--- src/sv/bplc_pkg.sv ---
// Shared types and constants for the button press LED controller.
`timescale 1ns / 1ps
`default_nettype none

package bplc_pkg;

  typedef enum logic [1:0] {
    UNPRESSED   = 2'd0,
    CLASS_SHORT = 2'd1,
    CLASS_LONG  = 2'd2
  } press_class_t;

  localparam int CFG_INDEX_W = 8;
  localparam int CFG_DATA_W  = 16;

  localparam logic [CFG_INDEX_W-1:0] REG_DEBOUNCE   = 8'd0;
  localparam logic [CFG_INDEX_W-1:0] REG_LONG_HOLD  = 8'd1;
  localparam logic [CFG_INDEX_W-1:0] REG_BLINK_ON   = 8'd2;
  localparam logic [CFG_INDEX_W-1:0] REG_BLINK_OFF  = 8'd3;

  localparam logic [CFG_DATA_W-1:0] DEBOUNCE_RESET   = 16'd50;
  localparam logic [CFG_DATA_W-1:0] LONG_HOLD_RESET  = 16'd3000;
  localparam logic [CFG_DATA_W-1:0] BLINK_ON_RESET   = 16'd500;
  localparam logic [CFG_DATA_W-1:0] BLINK_OFF_RESET  = 16'd1000;

  typedef logic signed [1:0] press_change_t;
  localparam press_change_t CHANGE_NONE = 2'sb00;
  localparam press_change_t CHANGE_RISE = 2'sb01;
  localparam press_change_t CHANGE_FALL = 2'sb11;

endpackage

`default_nettype wire

--- src/sv/button_press_led_controller.sv ---
// Top level: tick-driven debounced short/long press classifier with LED toggle and blink.
//
// Each input transaction on in_valid/in_ready is one 1 ms tick carrying the raw
// button pin (button_level, 0 = pressed). The tick updates the press
// classifier, the LED and the blinker, and produces exactly one result
// transaction on out_valid/out_ready: led_on, press_class, press_change and
// blinking, all as seen after that tick.
// The result is in the output register on the clock after the tick is accepted.
// Throughput is one tick per cycle while the receiver drains each result; all state is
// updated by a single short compare-and-update step at the acceptance edge.
// The output register decouples the sides: a new tick is taken whenever the
// output register is empty or is being drained in the same cycle, so a stalled
// receiver holds off only further ticks, never an undelivered result.
// The configuration channel (cfg_valid/cfg_ready, cfg_index, cfg_data) is always
// ready; indexes 0..3 select debounce, long press, blink on and blink off
// times, other indexes are ignored. Write it only while the block is idle.
// Synchronous reset restores the default times (50, 3000, 500, 1000 ticks),
// clears all classifier, LED and blink state and empties the output register.
`timescale 1ns / 1ps
`default_nettype none

module button_press_led_controller #(
  parameter int TIMER_BITS = 16
) (
  input  wire                                   clk,
  input  wire                                   rst,
  input  wire                                   in_valid,
  output logic                                  in_ready,
  input  wire                                   button_level,
  output logic                                  out_valid,
  input  wire                                   out_ready,
  output logic                                  led_on,
  output logic [1:0]                            press_class,
  output logic signed [1:0]                     press_change,
  output logic                                  blinking,
  input  wire                                   cfg_valid,
  output logic                                  cfg_ready,
  input  wire  [bplc_pkg::CFG_INDEX_W-1:0]      cfg_index,
  input  wire  [bplc_pkg::CFG_DATA_W-1:0]       cfg_data
);

  localparam int CMP_W = (TIMER_BITS > bplc_pkg::CFG_DATA_W) ? TIMER_BITS
                                                             : bplc_pkg::CFG_DATA_W;

  logic [bplc_pkg::CFG_DATA_W-1:0] debounce_ticks;
  logic [bplc_pkg::CFG_DATA_W-1:0] long_hold_ticks;
  logic [bplc_pkg::CFG_DATA_W-1:0] blink_on_ticks;
  logic [bplc_pkg::CFG_DATA_W-1:0] blink_off_ticks;

  bplc_pkg::press_class_t press_state, press_state_next;
  logic                   last_pressed, last_pressed_next;
  logic [TIMER_BITS-1:0]  press_elapsed, press_elapsed_next;
  logic                   led_level, led_level_next;
  logic                   blink_enabled, blink_enabled_next;
  logic [TIMER_BITS-1:0]  blink_elapsed, blink_elapsed_next;

  logic                    pressed;
  logic                    accept;
  logic [TIMER_BITS-1:0]   press_inc;
  logic [TIMER_BITS-1:0]   blink_inc;
  logic [CMP_W-1:0]        press_cmp;
  logic [CMP_W-1:0]        blink_cmp;
  logic                    led_blinked;
  bplc_pkg::press_change_t change;

  assign cfg_ready = 1'b1;
  assign in_ready  = !out_valid || out_ready;
  assign accept    = in_valid && in_ready;
  assign pressed   = !button_level;

  // Elapsed counters advance first and saturate at all ones.
  assign press_inc = (press_elapsed == '1) ? press_elapsed : press_elapsed + 1'b1;
  assign blink_inc = (blink_elapsed == '1) ? blink_elapsed : blink_elapsed + 1'b1;
  assign press_cmp = CMP_W'(press_inc);
  assign blink_cmp = CMP_W'(blink_inc);

  // Press classifier next state.
  always_comb begin
    press_state_next   = press_state;
    last_pressed_next  = last_pressed;
    press_elapsed_next = press_inc;
    case (press_state)
      bplc_pkg::CLASS_SHORT: begin
        if (!pressed) begin
          press_state_next   = bplc_pkg::UNPRESSED;
          press_elapsed_next = '0;
        end else if (press_cmp > CMP_W'(long_hold_ticks)) begin
          press_state_next = bplc_pkg::CLASS_LONG;
        end
      end
      bplc_pkg::CLASS_LONG: begin
        if (!pressed) begin
          press_state_next   = bplc_pkg::UNPRESSED;
          press_elapsed_next = '0;
        end
      end
      default: begin
        press_state_next = bplc_pkg::UNPRESSED;
        if (pressed != last_pressed) begin
          press_elapsed_next = '0;
          last_pressed_next  = pressed;
        end else if (pressed && press_cmp > CMP_W'(debounce_ticks)) begin
          press_state_next = bplc_pkg::CLASS_SHORT;
        end
      end
    endcase
  end

  // Blinker, change report and the LED actions of a rising class.
  always_comb begin
    led_blinked        = led_level;
    blink_elapsed_next = blink_inc;
    if (blink_enabled) begin
      if (!led_level && blink_cmp >= CMP_W'(blink_off_ticks)) begin
        led_blinked        = 1'b1;
        blink_elapsed_next = '0;
      end else if (led_level && blink_cmp >= CMP_W'(blink_on_ticks)) begin
        led_blinked        = 1'b0;
        blink_elapsed_next = '0;
      end
    end

    if (press_state_next > press_state) begin
      change = bplc_pkg::CHANGE_RISE;
    end else if (press_state_next < press_state) begin
      change = bplc_pkg::CHANGE_FALL;
    end else begin
      change = bplc_pkg::CHANGE_NONE;
    end

    led_level_next     = led_blinked;
    blink_enabled_next = blink_enabled;
    if (change == bplc_pkg::CHANGE_RISE) begin
      if (press_state_next == bplc_pkg::CLASS_LONG) begin
        blink_enabled_next = !blink_enabled;
        led_level_next     = 1'b0;
      end else if (press_state_next == bplc_pkg::CLASS_SHORT) begin
        led_level_next     = !led_level;
        blink_enabled_next = 1'b0;
      end
    end
  end

  always_ff @(posedge clk) begin
    if (rst) begin
      debounce_ticks   <= bplc_pkg::DEBOUNCE_RESET;
      long_hold_ticks  <= bplc_pkg::LONG_HOLD_RESET;
      blink_on_ticks   <= bplc_pkg::BLINK_ON_RESET;
      blink_off_ticks  <= bplc_pkg::BLINK_OFF_RESET;
    end else if (cfg_valid) begin
      case (cfg_index)
        bplc_pkg::REG_DEBOUNCE:   debounce_ticks   <= cfg_data;
        bplc_pkg::REG_LONG_HOLD:  long_hold_ticks  <= cfg_data;
        bplc_pkg::REG_BLINK_ON:   blink_on_ticks   <= cfg_data;
        bplc_pkg::REG_BLINK_OFF:  blink_off_ticks  <= cfg_data;
        default: ;
      endcase
    end
  end

  always_ff @(posedge clk) begin
    if (rst) begin
      press_state   <= bplc_pkg::UNPRESSED;
      last_pressed  <= 1'b0;
      press_elapsed <= '0;
      led_level     <= 1'b0;
      blink_enabled <= 1'b0;
      blink_elapsed <= '0;
      out_valid     <= 1'b0;
    end else begin
      if (accept) begin
        press_state   <= press_state_next;
        last_pressed  <= last_pressed_next;
        press_elapsed <= press_elapsed_next;
        led_level     <= led_level_next;
        blink_enabled <= blink_enabled_next;
        blink_elapsed <= blink_elapsed_next;
        out_valid     <= 1'b1;
      end else if (out_ready) begin
        out_valid <= 1'b0;
      end
    end
  end

  // Result register payload needs no reset.
  always_ff @(posedge clk) begin
    if (accept) begin
      led_on       <= led_level_next;
      press_class  <= press_state_next;
      press_change <= change;
      blinking     <= blink_enabled_next;
    end
  end

  // A fall always lands in the unpressed class.
  a_fall_to_unpressed: assert property (@(posedge clk) disable iff (rst)
    out_valid && press_change == bplc_pkg::CHANGE_FALL |-> press_class == bplc_pkg::UNPRESSED)
    else $error("press class fell to a pressed class");

  // A rise to long press turns the LED off.
  a_long_led_off: assert property (@(posedge clk) disable iff (rst)
    out_valid && press_change == bplc_pkg::CHANGE_RISE && press_class == bplc_pkg::CLASS_LONG
    |-> !led_on)
    else $error("LED on after rise to long press");

  // A rise to short press stops blinking.
  a_short_stops_blink: assert property (@(posedge clk) disable iff (rst)
    out_valid && press_change == bplc_pkg::CHANGE_RISE && press_class == bplc_pkg::CLASS_SHORT
    |-> !blinking)
    else $error("blinking still on after short press");

  // An accepted tick always leaves a result in the output register.
  a_result_follows: assert property (@(posedge clk) disable iff (rst)
    in_valid && in_ready |=> out_valid)
    else $error("accepted tick produced no result");

endmodule

`default_nettype wire
--- config.mk ---
export PLATFORM = sky130hd
export DESIGN_NAME = button_press_led_controller
export DESIGN_NICKNAME = d
export VERILOG_FILES = /design/src/sv/bplc_pkg.sv /design/src/sv/button_press_led_controller.sv
export SDC_FILE = /design/constraint.sdc
export NUM_CORES = 1
export LEC_CHECK = 0
export ABC_AREA = 1
export ABC_CLOCK_PERIOD_IN_PS = 10200
export CAP_MARGIN = 5
export CORE_UTILIZATION = 50
export DETAILED_ROUTE_END_ITERATION = 16
export DONT_BUFFER_PORTS = 1
export PLACE_DENSITY_LB_ADDON = 0.05
export SLEW_MARGIN = 10
export SYNTH_ARGS = -nofsm -noshare
export SYNTH_HDL_FRONTEND = slang
export SYNTH_SLANG_ARGS = --single-unit
--- constraint.sdc ---
create_clock -name clk -period 10.2 [get_ports clk]
set_input_delay 1.53 -clock clk [delete_from_list [all_inputs] [get_ports clk]]
set_output_delay 1.53 -clock clk [all_outputs]
set_load 0.01 [all_outputs]
==> results_dict.tcl <==
set metrics [dict create \
    worstMarginPinSlew_ps 890 \
    fill_cells 1210 \
    grt_antenna_before_repair 0 \
    power.density_nw_per_um2 125 \
    top_usage_layer "met2" \
    initial_core_util_pct 52.2 \
    slew_viol_final 0 \
    h-tree-depth 3 \
    cts_tree "built" \
    rsz0062_at_grt "no" \
    use_met2_pct 44.9 \
    io_pins 39 \
    setup_viol 0 \
    routedWlPerCell_um 14.9 \
    grt_usage_pct 25.3 \
    ys_async_sr_fraction_pct 0 \
    vias_per_cell 5.33 \
    worstSetupEndpointType "flip-flop" \
    netlist_area_sq_um 6370 \
    ys.flop_type "dfxtp_1" \
    min-delay-path-class "flip-flop to flip-flop" \
    yosysSeqAreaShare_pct 34.9 \
    grt.overflow.total 0 \
    met1_usage_pct 31.1 \
    root_buffer "clkbuf_16" \
    route.detailed.drc 0 \
    setup_tns_ps 0 \
    status "finished, final reports clean" \
    max-vdd-ir-drop_mv 0.105 \
    clk_pin_slew_ps 70 \
    finalWirelength_um 15400 \
    chipHeight_um 115 \
    ys_types 40 \
    cts_buffers 9 \
    worstSetupPathType "flip-flop to flip-flop" \
    required_ps 10470 \
    maxCapViolCount 0 \
    port_buffers 0 \
    antenna_cells 0 \
    synth_seq_cells 108 \
    postSynthAreaPerCell_sq_um 7.31 \
    grt_pass1_vias 5403 \
    max_freq_ghz 0.239 \
    placementRows 40 \
    die_area_sq_um 13200 \
    placed_area_sq_um 6480 \
    synth_top_area_cell "dfxtp_1" \
    worstPathArrival_ps 4450 \
    grt_max_degree 54 \
    nNetsFinal 956 \
    max_slew_margin_pct 40.7 \
    syn_nets 972 \
    fin_skew_ps 6.17 \
    synth_top_area_share_pct 32.0 \
    firstDrtPassIters 5 \
    cts_resized 0 \
    grt_pass1_wl_um 25900 \
    cts.sinks 108 \
    synth_edf_count 6 \
    postCtsSetupRepairBufs 0 \
    detail-route-antenna-nets 0 \
    insertion_delay_ps 350 \
    num_vias 5480 \
    place_hpwl_um 11700 \
    clk_path_buf_depth 2 \
    ys_warn_count 0 \
    grt_use_met3_pct 6.06 \
    synthCells 872 \
    synthTopCellsByCount "nand2_1 (172), inv_1 (128), a21oi_1 (112)" \
    crit_path_max_fanout 5 \
    period_needed_ps 4190 \
    core_area_sq_um 12200 \
    yosys-top-cells-area "dfxtp_1 (32%), ha_1 (14%), nand2_1 (10%)" \
    finalHoldViolations 0 \
    die_w_um 115 \
    final_cell_area_sq_um 6800 \
    drive_above_1_share_pct 5.57 \
    place_congestion 0.888 \
    cp-start-kind "flip-flop" \
    finalCritPeriodShare_pct 41.0 \
    drtIter0Drc 313 \
    syn_to_final_growth_pct 6.63 \
    p_leak_nw 2.97 \
    postCtsHoldBufs 0 \
    yosys.cell_count.top_type "nand2_1" \
]
[registers in the layout, indices dropped and copies added, names as in the netlist]
register	flops
blink_elapsed	16
blink_off_ticks	16
blink_on_ticks	16
debounce_ticks	16
long_hold_ticks	16
press_elapsed	16
press_change	2
press_class	2
press_state	2
blink_enabled	1
blinking	1
last_pressed	1
led_level	1
led_on	1
out_valid	1
[critical path, stage by stage, from the launching register on]
cell and delay (ps):
dfxtp_1 410, ha_1 300, inv_1 60, nor4_1 240, nand3_1 100, a2111oi_0 440
a21oi_1 220, ha_1 330, nand2_1 70, nor3_1 240, nand3_1 110, nand2_1 120
nand2_1 60, nand2_1 50, nand2_1 100, ha_1 340, inv_1 40, nor2_1 110
nor2_1 70, a21oi_1 250, inv_1 80, o21bai_1 140, nand2_1 80, a21oi_1 120
[kinds of logic (layout without fill, tap and decap cells)]
logic type / count (synthesis) / in the layout / synth area share [%]
compound gates: 212 / 212 / 18.2
xor+xnor: 18 / 18 / 2.71
fa+ha+maj: 70 / 70 / 13.7
buf+inv: 165 / 154 / 10.0
flops: 108 / 108 / 34.9
other cells: 1 / 1 / 0.0588
simple gates: 298 / 298 / 20.5
[per-stage QoR]
stage                     setup WS, ps  std cells  utilization [%]  hold WS [ps]  total power [mW]
after global routing              5500       1029             55.7           487             0.885
after floorplan                   6590        872                -           435             0.481
after CTS                         6000       1029             55.7           469             0.862
after detailed placement          6020       1013             53.0           458             0.489
after global placement            6170       1013             53.0           450             0.488
final                             6010       1029             55.7           465             0.852
[layout make-up]
cell class / count / area, sq um / area share [%]
multi-input cells: 599 / 3520 / 51.8
flip-flops and latches: 108 / 2220 / 32.7
inverters: 136 / 510 / 7.51
clock buffers: 11 / 264 / 3.88
well taps: 168 / 210 / 3.09
clock inverters: 5 / 57.6 / 0.847
repair buffers: 2 / 15.0 / 0.221
[final timing paths]
kind                                    startpoint                          endpoint  slack [ps]  cells after the start
setup / recovery     press_elapsed[0]$_SDFFE_PP0P_        blink_enabled$_SDFFE_PP0P_        6010                     23
hold / removal    blink_off_ticks[14]$_SDFFE_PP0P_  blink_off_ticks[14]$_SDFFE_PP0P_         470                      2
setup reg to reg     press_elapsed[0]$_SDFFE_PP0P_        blink_enabled$_SDFFE_PP0P_        6010                     23
hold reg to reg   blink_off_ticks[14]$_SDFFE_PP0P_  blink_off_ticks[14]$_SDFFE_PP0P_         470                      2
[where the power goes]
group | internal (mW) | switching (mW) | leakage [nW]
combinational | 0.0133 | 0.0307 | 1.93
clock | 0.212 | 0.160 | 0.161
sequential | 0.431 | 0.00455 | 0.885
total | 0.656 | 0.195 | 2.97
[layout by cell type, fill, tap and decap left out, types with 25 or more instances in the layout]
| cell | Yosys | final |
|---|---|---|
| a21oi_1 | 112 | 111 |
| nand3_1 | 36 | 36 |
| o211ai_1 | 25 | 25 |
| o21ai_0 | 56 | 56 |
| dfxtp_1 | 102 | 102 |
| nor2_1 | 50 | 50 |
| inv_1 | 128 | 128 |
| ha_1 | 70 | 70 |
| nand2_1 | 172 | 172 |
[per-layer routing]
layer / wire, um / vias up / share of wire (%)
met5: 0 / - / 0
met4: 187 / 0 / 1.2
met3: 591 / 17 / 3.8
met2: 7670 / 65 / 50
met1: 6930 / 2553 / 45
li1: - / 2845 / -
Note: power is estimated with default switching activity, not from simulation.
